===== config.mk =====
export PLATFORM = sky130hd
export DESIGN_NAME = fit_policy_heap_allocator_flat
export DESIGN_NICKNAME = d
export VERILOG_FILES = /design/src/sv/fph_pkg.sv /design/src/sv/fph_req_if.sv /design/src/sv/fph_rsp_if.sv /design/src/sv/fph_cfg_if.sv /design/src/sv/fph_ram.sv /design/src/sv/fit_policy_heap_allocator.sv /design/src/flat_wrapper.sv
export SDC_FILE = /design/constraint.sdc
export NUM_CORES = 2
export LEC_CHECK = 0
export ABC_AREA = 1
export BUFFER_PORTS_ARGS = -buffer_cell sky130_fd_sc_hd__buf_2
export CORE_UTILIZATION = 50
export DETAILED_ROUTE_END_ITERATION = 8
export PLACE_DENSITY = 0.65
export RECOVER_POWER = 50
export SYNTH_ARGS = -nofsm -noshare
export SYNTH_HDL_FRONTEND = slang
export SYNTH_SLANG_ARGS = --single-unit

===== constraint.sdc =====
create_clock -name clk -period 7.5 [get_ports clk]
set_clock_uncertainty 0.1 [all_clocks]
set_input_delay 0.75 -clock clk [delete_from_list [all_inputs] [get_ports clk]]
set_output_delay 0.75 -clock clk [all_outputs]
set_load 0.005 [all_outputs]

===== src/sv/fph_pkg.sv =====
`timescale 1ns / 1ps
// Shared constants and codes for the fit-policy heap allocator.
// No dependencies.
package fph_pkg;

    localparam int DEF_MAX_BLOCKS   = 64;
    localparam int DEF_HEAP_BYTES   = 65536;
    localparam int DEF_HEADER_BYTES = 24;

    localparam int CFG_IDX_W  = 1;
    localparam int CFG_DATA_W = 17;

    localparam logic [CFG_IDX_W-1:0] CFG_FIT_POLICY = 1'd0;
    localparam logic [CFG_IDX_W-1:0] CFG_HEAP_LIMIT = 1'd1;

    localparam logic CMD_ALLOC   = 1'b0;
    localparam logic CMD_RELEASE = 1'b1;

    localparam logic [1:0] FIT_FIRST = 2'd0;
    localparam logic [1:0] FIT_NEXT  = 2'd1;
    localparam logic [1:0] FIT_BEST  = 2'd2;
    localparam logic [1:0] FIT_WORST = 2'd3;

    localparam logic [1:0] ST_OK       = 2'd0;
    localparam logic [1:0] ST_NULL     = 2'd1;
    localparam logic [1:0] ST_NOMEM    = 2'd2;
    localparam logic [1:0] ST_BAD_FREE = 2'd3;

    localparam logic [16:0] LIMIT_RESET = 17'd65536;

endpackage


===== src/sv/fph_req_if.sv =====
`timescale 1ns / 1ps
// Request channel: command, size and release address.
// Depends on nothing.
interface fph_req_if;
    logic        valid;
    logic        ready;
    logic        cmd;
    logic [15:0] req_size;
    logic [15:0] free_addr;

    modport source (output valid, output cmd, output req_size, output free_addr, input ready);
    modport sink   (input valid, input cmd, input req_size, input free_addr, output ready);
endinterface


===== src/sv/fph_rsp_if.sv =====
`timescale 1ns / 1ps
// Result channel: data address and status.
// Depends on nothing.
interface fph_rsp_if;
    logic        valid;
    logic        ready;
    logic [15:0] data_addr;
    logic [1:0]  status;

    modport source (output valid, output data_addr, output status, input ready);
    modport sink   (input valid, input data_addr, input status, output ready);
endinterface


===== src/sv/fph_cfg_if.sv =====
`timescale 1ns / 1ps
// Configuration write channel: register index and data.
// Depends on fph_pkg for widths.
interface fph_cfg_if;
    logic                           valid;
    logic                           ready;
    logic [fph_pkg::CFG_IDX_W-1:0]  index;
    logic [fph_pkg::CFG_DATA_W-1:0] data;

    modport source (output valid, output index, output data, input ready);
    modport sink   (input valid, input index, input data, output ready);
endinterface


===== src/sv/fph_ram.sv =====
`timescale 1ns / 1ps
// Generic simple dual-port RAM, one write port, one registered read port.
// No dependencies.
module fph_ram #(
    parameter int WIDTH = 8,
    parameter int DEPTH = 64
) (
    input  logic                     clk,
    input  logic                     we,
    input  logic [$clog2(DEPTH)-1:0] waddr,
    input  logic [WIDTH-1:0]         wdata,
    input  logic [$clog2(DEPTH)-1:0] raddr,
    output logic [WIDTH-1:0]         rdata
);
    logic [WIDTH-1:0] mem [DEPTH];

    always_ff @(posedge clk)
    begin
        if (we)
        begin
            mem[waddr] <= wdata;
        end
        rdata <= mem[raddr];
    end
endmodule


===== src/sv/fit_policy_heap_allocator.sv =====
`timescale 1ns / 1ps
// Heap allocator with first/next/best/worst fit, split and coalesce.
// Depends on fph_pkg, fph_req_if, fph_rsp_if, fph_cfg_if and fph_ram.
//
// Usage:
//  - req carries one request: cmd 0 allocates req_size bytes (rounded up
//    to a multiple of four), cmd 1 releases the block at data address
//    free_addr. rsp returns data_addr and status for every request.
//  - cfg writes fit_policy (index 0) and heap_limit (index 1); it is
//    always ready and must be used only while the block is idle.
//  - The block table (start, size, free) lives in one RAM, one entry
//    read and one written per cycle. A request reads the table entries
//    it scans (up to the entry count), then moves entries when a split
//    inserts or a merge removes entries, then does one or two final
//    writes. The worst case is best fit on a nearly full table that
//    splits its first entry. The single RAM port pair limits the pace.
//  - req is ready only while the sequencer is idle; a request can be
//    taken while the previous result still waits in the output register.
//  - If rsp stalls, the finished result waits until the output register
//    frees up; no result is lost.
//  - Reset empties the table (count, heap top, roving pointer to zero),
//    sets first fit and a 64 KiB limit. No RAM clearing pass is needed.
module fit_policy_heap_allocator
#(
    parameter int MAX_BLOCKS   = fph_pkg::DEF_MAX_BLOCKS,
    parameter int HEAP_BYTES   = fph_pkg::DEF_HEAP_BYTES,
    parameter int HEADER_BYTES = fph_pkg::DEF_HEADER_BYTES
) (
    input  logic      clk,
    input  logic      rst_n,
    fph_req_if.sink   req,
    fph_rsp_if.source rsp,
    fph_cfg_if.sink   cfg
);
    import fph_pkg::*;

    // widths
    localparam int IW   = $clog2(MAX_BLOCKS);
    localparam int CNTW = $clog2(MAX_BLOCKS + 1);
    localparam int XW   = CNTW + 1;               // index math headroom
    localparam int AW   = $clog2(HEAP_BYTES);     // block start
    localparam int SW   = AW + 1;                 // block size / heap top
    localparam int CW   = ((SW > 17) ? SW : 17) + 2;
    localparam int EW   = AW + SW + 1;            // {start, size, free}
    localparam int DAW  = ((AW + 1) > 16) ? (AW + 1) : 16;

    localparam logic [CW-1:0] HDR_C   = CW'(HEADER_BYTES);
    localparam logic [CW-1:0] HEAP_C  = CW'(HEAP_BYTES);
    localparam logic [XW-1:0] MAX_C   = XW'(MAX_BLOCKS);
    localparam logic [XW-1:0] ONE_X   = XW'(1);

    // sequencer states
    localparam logic [2:0] S_IDLE   = 3'd0;
    localparam logic [2:0] S_SCAN   = 3'd1;
    localparam logic [2:0] S_DECIDE = 3'd2;
    localparam logic [2:0] S_NEIGH  = 3'd3;
    localparam logic [2:0] S_SHIFT  = 3'd4;
    localparam logic [2:0] S_FIN1   = 3'd5;
    localparam logic [2:0] S_FIN2   = 3'd6;
    localparam logic [2:0] S_DONE   = 3'd7;

    logic [2:0]    state_reg, state_next;
    logic          cmd_reg, cmd_next;
    logic [16:0]   need_reg, need_next;
    logic [15:0]   addr_reg, addr_next;
    logic [XW-1:0] cur_reg, cur_next;
    logic [XW-1:0] k_reg, k_next;
    logic          found_reg, found_next;
    logic [XW-1:0] pick_reg, pick_next;
    logic [SW-1:0] pick_size_reg, pick_size_next;
    logic [AW-1:0] pick_start_reg, pick_start_next;
    logic [EW-1:0] hit_reg, hit_next;
    logic [EW-1:0] prev_reg, prev_next;
    logic [XW-1:0] sh_src_reg, sh_src_next;
    logic [XW-1:0] sh_end_reg, sh_end_next;
    logic          sh_ins_reg, sh_ins_next;
    logic [1:0]    sh_k_reg, sh_k_next;
    logic [XW-1:0] fa_idx_reg, fa_idx_next;
    logic [EW-1:0] fa_data_reg, fa_data_next;
    logic [XW-1:0] fb_idx_reg, fb_idx_next;
    logic [EW-1:0] fb_data_reg, fb_data_next;
    logic          fb_en_reg, fb_en_next;
    logic [15:0]   res_data_reg, res_data_next;
    logic [1:0]    res_status_reg, res_status_next;

    logic          out_valid_reg, out_valid_next;
    logic [15:0]   out_data_reg, out_data_next;
    logic [1:0]    out_status_reg, out_status_next;

    logic [XW-1:0] count_reg, count_next;
    logic [SW-1:0] top_reg, top_next;
    logic [XW-1:0] rover_reg, rover_next;
    logic [1:0]    policy_reg;
    logic [16:0]   limit_reg;

    // RAM port
    logic          ram_we;
    logic [XW-1:0] ram_waddr, ram_raddr;
    logic [EW-1:0] ram_wdata, ram_rdata;

    fph_ram #(
        .WIDTH (EW),
        .DEPTH (MAX_BLOCKS)
    ) u_table (
        .clk   (clk),
        .we    (ram_we),
        .waddr (ram_waddr[IW-1:0]),
        .wdata (ram_wdata),
        .raddr (ram_raddr[IW-1:0]),
        .rdata (ram_rdata)
    );

    // entry fields of the word coming out of the RAM
    logic [AW-1:0] rd_start;
    logic [SW-1:0] rd_size;
    logic          rd_free;
    assign rd_start = ram_rdata[EW-1 -: AW];
    assign rd_size  = ram_rdata[SW:1];
    assign rd_free  = ram_rdata[0];

    // data address of an entry start, masked to 16 bits
    function automatic logic [15:0] data_of(input logic [AW-1:0] st);
        logic [DAW-1:0] sum;
        sum = DAW'(st) + DAW'(HEADER_BYTES);
        return sum[15:0];
    endfunction

    // config port
    assign cfg.ready = 1'b1;

    always_ff @(posedge clk or negedge rst_n)
    begin
        if (!rst_n)
        begin
            policy_reg <= FIT_FIRST;
            limit_reg  <= LIMIT_RESET;
        end
        else if (cfg.valid)
        begin
            case (cfg.index)
                CFG_FIT_POLICY: policy_reg <= cfg.data[1:0];
                CFG_HEAP_LIMIT: limit_reg  <= cfg.data;
                default:        ;
            endcase
        end
    end

    assign req.ready     = (state_reg == S_IDLE);
    assign rsp.valid     = out_valid_reg;
    assign rsp.data_addr = out_data_reg;
    assign rsp.status    = out_status_reg;

    // scan helpers
    logic [XW-1:0] scan_nxt;
    logic          fits;
    logic [CW-1:0] need_cw;
    logic [XW-1:0] first_idx;
    assign need_cw   = CW'(need_reg);
    assign scan_nxt  = (cur_reg + ONE_X == count_reg) ? '0 : cur_reg + ONE_X;
    assign fits      = rd_free && (CW'(rd_size) >= need_cw);
    assign first_idx = (policy_reg == FIT_NEXT && rover_reg < count_reg) ? rover_reg : '0;

    // merge plan at the neighbor step
    logic          nb_next_free, nb_prev_free;
    logic [XW-1:0] rm_p;
    logic [1:0]    rm_k;
    logic [XW-1:0] rm_src;
    assign nb_next_free = (cur_reg + ONE_X < count_reg) && rd_free;
    assign nb_prev_free = (cur_reg != '0) && prev_reg[0];
    always_comb
    begin
        rm_p = cur_reg;
        rm_k = 2'd1;
        if (nb_next_free && nb_prev_free)
        begin
            rm_k = 2'd2;
        end
        else if (nb_next_free)
        begin
            rm_p = cur_reg + ONE_X;
        end
    end
    assign rm_src = rm_p + XW'(rm_k);

    always_comb
    begin
        logic [16:0]   need_in;
        logic [CW-1:0] leftover;
        logic [CW-1:0] grow_end;
        logic [CW-1:0] limit_cw;
        logic [CW-1:0] msum;
        logic [AW-1:0] split_start;
        logic          hit_free;

        state_next      = state_reg;
        cmd_next        = cmd_reg;
        need_next       = need_reg;
        addr_next       = addr_reg;
        cur_next        = cur_reg;
        k_next          = k_reg;
        found_next      = found_reg;
        pick_next       = pick_reg;
        pick_size_next  = pick_size_reg;
        pick_start_next = pick_start_reg;
        hit_next        = hit_reg;
        prev_next       = prev_reg;
        sh_src_next     = sh_src_reg;
        sh_end_next     = sh_end_reg;
        sh_ins_next     = sh_ins_reg;
        sh_k_next       = sh_k_reg;
        fa_idx_next     = fa_idx_reg;
        fa_data_next    = fa_data_reg;
        fb_idx_next     = fb_idx_reg;
        fb_data_next    = fb_data_reg;
        fb_en_next      = fb_en_reg;
        res_data_next   = res_data_reg;
        res_status_next = res_status_reg;
        count_next      = count_reg;
        top_next        = top_reg;
        rover_next      = rover_reg;
        out_valid_next  = out_valid_reg;
        out_data_next   = out_data_reg;
        out_status_next = out_status_reg;

        ram_we    = 1'b0;
        ram_waddr = '0;
        ram_wdata = '0;
        ram_raddr = '0;

        need_in     = (17'(req.req_size) + 17'd3) & ~17'd3;
        leftover    = CW'(pick_size_reg) - need_cw;
        grow_end    = CW'(top_reg) + HDR_C + need_cw;
        limit_cw    = (CW'(limit_reg) < HEAP_C) ? CW'(limit_reg) : HEAP_C;
        split_start = AW'(CW'(pick_start_reg) + HDR_C + need_cw);
        hit_free    = hit_reg[0];
        msum        = '0;

        if (out_valid_reg && rsp.ready)
        begin
            out_valid_next = 1'b0;
        end

        case (state_reg)
            S_IDLE:
            begin
                ram_raddr = (req.cmd == CMD_ALLOC) ? first_idx : '0;
                if (req.valid)
                begin
                    cmd_next        = req.cmd;
                    need_next       = need_in;
                    addr_next       = req.free_addr;
                    cur_next        = ram_raddr;
                    k_next          = '0;
                    found_next      = 1'b0;
                    res_data_next   = '0;
                    res_status_next = ST_OK;
                    if (req.cmd == CMD_ALLOC)
                    begin
                        if (need_in == '0)
                        begin
                            res_status_next = ST_NULL;
                            state_next      = S_DONE;
                        end
                        else
                        begin
                            state_next = (count_reg == '0) ? S_DECIDE : S_SCAN;
                        end
                    end
                    else
                    begin
                        if (req.free_addr == '0)
                        begin
                            res_status_next = ST_NULL;
                            state_next      = S_DONE;
                        end
                        else if (count_reg == '0)
                        begin
                            res_status_next = ST_BAD_FREE;
                            state_next      = S_DONE;
                        end
                        else
                        begin
                            state_next = S_SCAN;
                        end
                    end
                end
            end

            // one table entry per cycle; ram_rdata holds entry cur_reg
            S_SCAN:
            begin
                ram_raddr = scan_nxt;
                cur_next  = scan_nxt;
                k_next    = k_reg + ONE_X;
                prev_next = ram_rdata;
                if (cmd_reg == CMD_ALLOC)
                begin
                    if (fits && (!found_reg ||
                        (policy_reg == FIT_BEST  && rd_size < pick_size_reg) ||
                        (policy_reg == FIT_WORST && rd_size > pick_size_reg) ||
                        policy_reg == FIT_FIRST || policy_reg == FIT_NEXT))
                    begin
                        found_next      = 1'b1;
                        pick_next       = cur_reg;
                        pick_size_next  = rd_size;
                        pick_start_next = rd_start;
                    end
                    if ((fits && (policy_reg == FIT_FIRST || policy_reg == FIT_NEXT)) ||
                        (k_reg + ONE_X == count_reg))
                    begin
                        state_next = S_DECIDE;
                    end
                end
                else
                begin
                    if (data_of(rd_start) == addr_reg)
                    begin
                        // hold j and its predecessor; next entry arrives next cycle
                        hit_next   = ram_rdata;
                        prev_next  = prev_reg;
                        cur_next   = cur_reg;
                        state_next = S_NEIGH;
                    end
                    else if (k_reg + ONE_X == count_reg)
                    begin
                        res_status_next = ST_BAD_FREE;
                        state_next      = S_DONE;
                    end
                end
            end

            S_DECIDE:
            begin
                ram_raddr = count_reg - ONE_X;
                if (found_reg)
                begin
                    rover_next    = pick_reg + ONE_X;
                    res_data_next = data_of(pick_start_reg);
                    if (leftover > HDR_C + CW'(4) && count_reg < MAX_C)
                    begin
                        count_next   = count_reg + ONE_X;
                        fa_idx_next  = pick_reg + ONE_X;
                        fa_data_next = {split_start,
                                        SW'(leftover - HDR_C), 1'b1};
                        fb_idx_next  = pick_reg;
                        fb_data_next = {pick_start_reg, SW'(need_reg), 1'b0};
                        fb_en_next   = 1'b1;
                        if (count_reg > pick_reg + ONE_X)
                        begin
                            sh_src_next = count_reg - ONE_X;
                            sh_end_next = pick_reg + ONE_X;
                            sh_ins_next = 1'b1;
                            sh_k_next   = 2'd1;
                            state_next  = S_SHIFT;
                        end
                        else
                        begin
                            state_next = S_FIN1;
                        end
                    end
                    else
                    begin
                        ram_we     = 1'b1;
                        ram_waddr  = pick_reg;
                        ram_wdata  = {pick_start_reg, pick_size_reg, 1'b0};
                        state_next = S_DONE;
                    end
                end
                else if (count_reg < MAX_C && grow_end <= limit_cw)
                begin
                    ram_we        = 1'b1;
                    ram_waddr     = count_reg;
                    ram_wdata     = {AW'(top_reg), SW'(need_reg), 1'b0};
                    count_next    = count_reg + ONE_X;
                    rover_next    = count_reg + ONE_X;
                    top_next      = SW'(grow_end);
                    res_data_next = data_of(AW'(top_reg));
                    state_next    = S_DONE;
                end
                else
                begin
                    res_status_next = ST_NOMEM;
                    state_next      = S_DONE;
                end
            end

            // ram_rdata holds entry j+1 when it exists
            S_NEIGH:
            begin
                ram_raddr  = rm_src;
                fb_en_next = 1'b0;
                if (hit_free)
                begin
                    res_status_next = ST_BAD_FREE;
                    state_next      = S_DONE;
                end
                else if (!nb_next_free && !nb_prev_free)
                begin
                    ram_we     = 1'b1;
                    ram_waddr  = cur_reg;
                    ram_wdata  = {hit_reg[EW-1:1], 1'b1};
                    state_next = S_DONE;
                end
                else
                begin
                    if (nb_next_free && nb_prev_free)
                    begin
                        msum        = CW'(prev_reg[SW:1]) + CW'(hit_reg[SW:1]) +
                                      CW'(rd_size) + HDR_C + HDR_C;
                        fa_idx_next = cur_reg - ONE_X;
                        fa_data_next = {prev_reg[EW-1 -: AW], SW'(msum), 1'b1};
                    end
                    else if (nb_next_free)
                    begin
                        msum        = CW'(hit_reg[SW:1]) + CW'(rd_size) + HDR_C;
                        fa_idx_next = cur_reg;
                        fa_data_next = {hit_reg[EW-1 -: AW], SW'(msum), 1'b1};
                    end
                    else
                    begin
                        msum        = CW'(prev_reg[SW:1]) + CW'(hit_reg[SW:1]) + HDR_C;
                        fa_idx_next = cur_reg - ONE_X;
                        fa_data_next = {prev_reg[EW-1 -: AW], SW'(msum), 1'b1};
                    end
                    count_next = count_reg - XW'(rm_k);
                    if (rover_reg >= rm_src)
                    begin
                        rover_next = rover_reg - XW'(rm_k);
                    end
                    else if (rover_reg > rm_p)
                    begin
                        rover_next = rm_p;
                    end
                    if (rm_src < count_reg)
                    begin
                        sh_src_next = rm_src;
                        sh_end_next = count_reg - ONE_X;
                        sh_ins_next = 1'b0;
                        sh_k_next   = rm_k;
                        state_next  = S_SHIFT;
                    end
                    else
                    begin
                        state_next = S_FIN1;
                    end
                end
            end

            // move one entry a cycle: up by one for insert, down by k for removal
            S_SHIFT:
            begin
                ram_we    = 1'b1;
                ram_wdata = ram_rdata;
                ram_waddr = sh_ins_reg ? sh_src_reg + ONE_X : sh_src_reg - XW'(sh_k_reg);
                ram_raddr = sh_ins_reg ? sh_src_reg - ONE_X : sh_src_reg + ONE_X;
                sh_src_next = ram_raddr;
                if (sh_src_reg == sh_end_reg)
                begin
                    state_next = S_FIN1;
                end
            end

            S_FIN1:
            begin
                ram_we     = 1'b1;
                ram_waddr  = fa_idx_reg;
                ram_wdata  = fa_data_reg;
                state_next = fb_en_reg ? S_FIN2 : S_DONE;
            end

            S_FIN2:
            begin
                ram_we     = 1'b1;
                ram_waddr  = fb_idx_reg;
                ram_wdata  = fb_data_reg;
                state_next = S_DONE;
            end

            S_DONE:
            begin
                if (!out_valid_reg || rsp.ready)
                begin
                    out_valid_next  = 1'b1;
                    out_data_next   = res_data_reg;
                    out_status_next = res_status_reg;
                    state_next      = S_IDLE;
                end
            end

            default:
            begin
                state_next = S_IDLE;
            end
        endcase
    end

    always_ff @(posedge clk or negedge rst_n)
    begin
        if (!rst_n)
        begin
            state_reg     <= S_IDLE;
            out_valid_reg <= 1'b0;
            count_reg     <= '0;
            top_reg       <= '0;
            rover_reg     <= '0;
        end
        else
        begin
            state_reg     <= state_next;
            out_valid_reg <= out_valid_next;
            count_reg     <= count_next;
            top_reg       <= top_next;
            rover_reg     <= rover_next;
        end
    end

    // payload, no reset
    always_ff @(posedge clk)
    begin
        cmd_reg        <= cmd_next;
        need_reg       <= need_next;
        addr_reg       <= addr_next;
        cur_reg        <= cur_next;
        k_reg          <= k_next;
        found_reg      <= found_next;
        pick_reg       <= pick_next;
        pick_size_reg  <= pick_size_next;
        pick_start_reg <= pick_start_next;
        hit_reg        <= hit_next;
        prev_reg       <= prev_next;
        sh_src_reg     <= sh_src_next;
        sh_end_reg     <= sh_end_next;
        sh_ins_reg     <= sh_ins_next;
        sh_k_reg       <= sh_k_next;
        fa_idx_reg     <= fa_idx_next;
        fa_data_reg    <= fa_data_next;
        fb_idx_reg     <= fb_idx_next;
        fb_data_reg    <= fb_data_next;
        fb_en_reg      <= fb_en_next;
        res_data_reg   <= res_data_next;
        res_status_reg <= res_status_next;
        out_data_reg   <= out_data_next;
        out_status_reg <= out_status_next;
    end

endmodule


===== src/flat_wrapper.sv =====
// flat-port wrapper written by rule: the top's interface ports become plain ports
module fit_policy_heap_allocator_flat import fph_pkg::*;
#(
    parameter int MAX_BLOCKS   = fph_pkg::DEF_MAX_BLOCKS,
    parameter int HEAP_BYTES   = fph_pkg::DEF_HEAP_BYTES,
    parameter int HEADER_BYTES = fph_pkg::DEF_HEADER_BYTES
)
  (clk, rst_n, req_valid, req_cmd, req_req_size, req_free_addr, req_ready, rsp_valid, rsp_data_addr, rsp_status, rsp_ready, cfg_valid, cfg_index, cfg_data, cfg_ready);
  fph_req_if req_i ();
  fph_rsp_if rsp_i ();
  fph_cfg_if cfg_i ();
  input  logic clk;
  input  logic rst_n;
  input wire logic [$bits(req_i.valid)-1:0] req_valid;
  input wire logic [$bits(req_i.cmd)-1:0] req_cmd;
  input wire logic [$bits(req_i.req_size)-1:0] req_req_size;
  input wire logic [$bits(req_i.free_addr)-1:0] req_free_addr;
  output wire logic [$bits(req_i.ready)-1:0] req_ready;
  output wire logic [$bits(rsp_i.valid)-1:0] rsp_valid;
  output wire logic [$bits(rsp_i.data_addr)-1:0] rsp_data_addr;
  output wire logic [$bits(rsp_i.status)-1:0] rsp_status;
  input wire logic [$bits(rsp_i.ready)-1:0] rsp_ready;
  input wire logic [$bits(cfg_i.valid)-1:0] cfg_valid;
  input wire logic [$bits(cfg_i.index)-1:0] cfg_index;
  input wire logic [$bits(cfg_i.data)-1:0] cfg_data;
  output wire logic [$bits(cfg_i.ready)-1:0] cfg_ready;
  assign req_i.valid = req_valid;
  assign req_i.cmd = req_cmd;
  assign req_i.req_size = req_req_size;
  assign req_i.free_addr = req_free_addr;
  assign req_ready = req_i.ready;
  assign rsp_valid = rsp_i.valid;
  assign rsp_data_addr = rsp_i.data_addr;
  assign rsp_status = rsp_i.status;
  assign rsp_i.ready = rsp_ready;
  assign cfg_i.valid = cfg_valid;
  assign cfg_i.index = cfg_index;
  assign cfg_i.data = cfg_data;
  assign cfg_ready = cfg_i.ready;
  fit_policy_heap_allocator #(.MAX_BLOCKS(MAX_BLOCKS), .HEAP_BYTES(HEAP_BYTES), .HEADER_BYTES(HEADER_BYTES)) u_core (.clk(clk), .rst_n(rst_n), .req(req_i), .rsp(rsp_i), .cfg(cfg_i));
endmodule

==> impl_metrics.toml <==
[run_status]
status = "complete, but fails checks"
violations = "max-capacitance violations, max-slew violations"

[clock_tree]
cts-root-buf = "clkbuf_16"
cts.sinks = 2554
clockBufferDepth = 4
numCtsBuffers = 291
clk-insertion-delay-late_ps = 950
clk_pin_slew_ps = 60
htreeDepth = 5
post_cts_resized = 0
cts_tree = "built"

[routing]
routed-via-count = 89900
dr_wl_met3_um = 40600
wl_met2_um = 167000
detail_route.vias_per_cell = 5.51
dr.max_layer_used = "met5"
dr.pass1.iters = 8
drt_iter0_markers = 12000
wl_met1_um = 153000
ant_nets = 0
wire_per_inst_um = 23.5
wl_um = 383000
drc = 0

[yosys]
synth-async-reset-ratio_pct = 2.11
ys_seq_elements = 2554
yosysSeqAreaShare_pct = 62.4
synth_warnings = 0
synth_edf_count = 2466
syn-num-nets = 13000
netlist_area_mm2 = 0.122
syn_inst = 12700
synth.top_cells.by_area = "edfxtp_1 (61%), nand2_1 (11%), inv_1 (7.7%), nand3_1 (7.6%), ha_1 (2.7%)"
ys_types = 69
synth_top_area_share_pct = 60.7
syn-mean-instance-area_um2 = 9.60
yosys.area.top_type = "edfxtp_1"
synth-main-ff-cell = "edfxtp_1"

[finish]
fillers = 20500
nets = 13200
multiInputGateArea_mm2 = 0.0344
top_register = "u_core.u_table.mem"
final_common_cell = "nand2_1"
area.sequential_mm2 = 0.0761
largest_reg_flops = 2176
layout_common_cells = "nand2_1 (3657), inv_1 (2509), edfxtp_1 (2466)"
syn_to_final_growth_pct = 12.4
drive_above_1_share_pct = 6.87
post-route-util_pct = 56.8

[sta]
period_needed_ps = 7130
setup_tns_ps = 0
fin_ws_ps = 372
drv_slew = 952
fmax_ghz = 0.140
setup_violations = 0
tightestPinTransition_ps = 3360
fin_hold_ws_ps = 42.9
rsz0062_at_grt = "no"
min_period_over_period_pct = 95.0
hold_violations = 0
max_slew_margin_pct = -124

[placed_design]
dp_hpwl_um = 243000
port-buffer-count = 75
preCtsSetupSlack_ps = 719
place_congestion = 0.943

[global_routing]
grt_usage_pct = 31.0
grt_pass1_wl_um = 556000
overflow = 0
antenna_found_initial = 29
grt_pass1_vias = 85200
grt_start_max_net_pins = 169

[die]
core_mm2 = 0.241
start_util_pct = 50.5
rows = 180
ios = 77
die_width_um = 496
die_area_mm2 = 0.246
die_y_um = 496

[min_path]
hold_depth = 3
hold_path_end = "u_core.policy_reg[1]"
hp-start = "cfg_data[1]"
min_path_type = "primary input to register"

[setup_path]
r2r_setup_slack_ps = 370
endpoint_kind = "register"
critPathArrivalTime_ps = 7580
r2r_start = "u_core.need_reg[3]"
path_class = "register to register"
path_max_fanout = 56
crit_path_start_kind = "register"
crit_required_ps = 7950
r2r-end = "u_core.u_table.mem[13][30]"
worst_r2r_path_depth = 24

[run]
maxCapViolCount = 29
==> worst max-delay path, cell delays in order (launching register included) <==
cell,delay [ps]
edfxtp_1,440
inv_1,240
ha_1,280
inv_1,70
ha_1,170
inv_1,80
fa_1,480
o211ai_1,430
nand3_1,180
o21bai_1,260
xor2_1,260
ha_1,270
nand2_1,110
nor2_1,60
a211oi_1,200
nand2_1,90
nand2_1,60
nand2_1,50
nand2_1,210
nand4_1,120
nand2_1,100
clkbuf_1,630
nand3_1,190
nand3_1,590
clkbuf_4,980
==> layout make-up <==
| type | instances | share of cell area (%) |
|---|---|---|
| sequential | 2554 | 55.5 |
| multi-input combinational | 7076 | 25.1 |
| inverter | 2536 | 6.95 |
| clock buffer | 359 | 5.60 |
| timing repair buffer | 453 | 3.02 |
| tap | 3185 | 2.91 |
| clock inverter | 136 | 0.937 |
| antenna | 7 | 0.0128 |
==> synthesized netlist by cell type, drive strengths merged (14+ instances only) <==
| cell | n |
|---|---|
| xor2 | 99 |
| nor2 | 372 |
| or2 | 17 |
| o21ai | 249 |
| nand4 | 56 |
| dfrtp | 53 |
| nor3 | 43 |
| edfxtp | 2466 |
| dfxtp | 34 |
| mux2 | 14 |
| ha | 261 |
| inv | 2530 |
| nand2 | 3669 |
| clkbuf | 176 |
| o22ai | 18 |
| xnor2 | 36 |
| nand3 | 1863 |
| o211ai | 29 |
| a21oi | 204 |
| buf | 361 |
==> routing by layer <==
layer	global-route usage, %	vias to the layer above
li1	-	41400
met2	46.8	4658
met5	0	-
met3	5.98	906
met1	42.7	42900
met4	15.8	2
==> cells by family (layout without fill, tap and decap cells) <==
kind of cell	count (synthesis)	in the layout	synth area share, %
adder cells (fa/ha/maj)	270	270	2.82
buffers and inverters	3073	3484	9.87
XOR/XNOR	135	135	0.969
other	1	8	0.00307
AND/OR/NAND/NOR	6055	6055	21.0
flip-flops	2554	2554	62.4
multiplexers	14	14	0.129
AO/OA/AOI/OAI	601	601	2.81
==> how the worst max path moves through the flow <==
| stage | from | to | slack, ps | cells after the start |
|---|---|---|---|---|
| floorplan | u_core.need_reg[3] | u_core.u_table.mem[10][0] | 1660 | 27 |
| global placement | u_core.need_reg[3] | u_core.u_table.mem[5][32] | 660 | 24 |
| detailed placement | u_core.need_reg[3] | u_core.u_table.mem[5][7] | 720 | 24 |
| CTS | u_core.need_reg[3] | u_core.u_table.mem[5][29] | 630 | 24 |
| global route | u_core.need_reg[3] | u_core.u_table.mem[13][18] | 120 | 26 |
| finish | u_core.need_reg[3] | u_core.u_table.mem[13][30] | 370 | 24 |
==> what timing repair did <==
| item | 4_1_cts | 5_1_grt |
|---|---|---|
| buffers inserted | 0 | 0 |
| hold buffers | 36 | 0 |
| endpoints found under the hold margin | 89 | 0 |
==> through the flow <==
stage | cells | instance area (um^2)
final | 16300 | 137000
after floorplan | 12700 | 122000
after CTS | 16300 | 138000
after detailed placement | 15800 | 129000
after global routing | 16300 | 137000
after global placement | 15800 | 129000
Power is not shown: default switching activity piles up to over one toggle a cycle in this logic, so the estimate is an artifact.
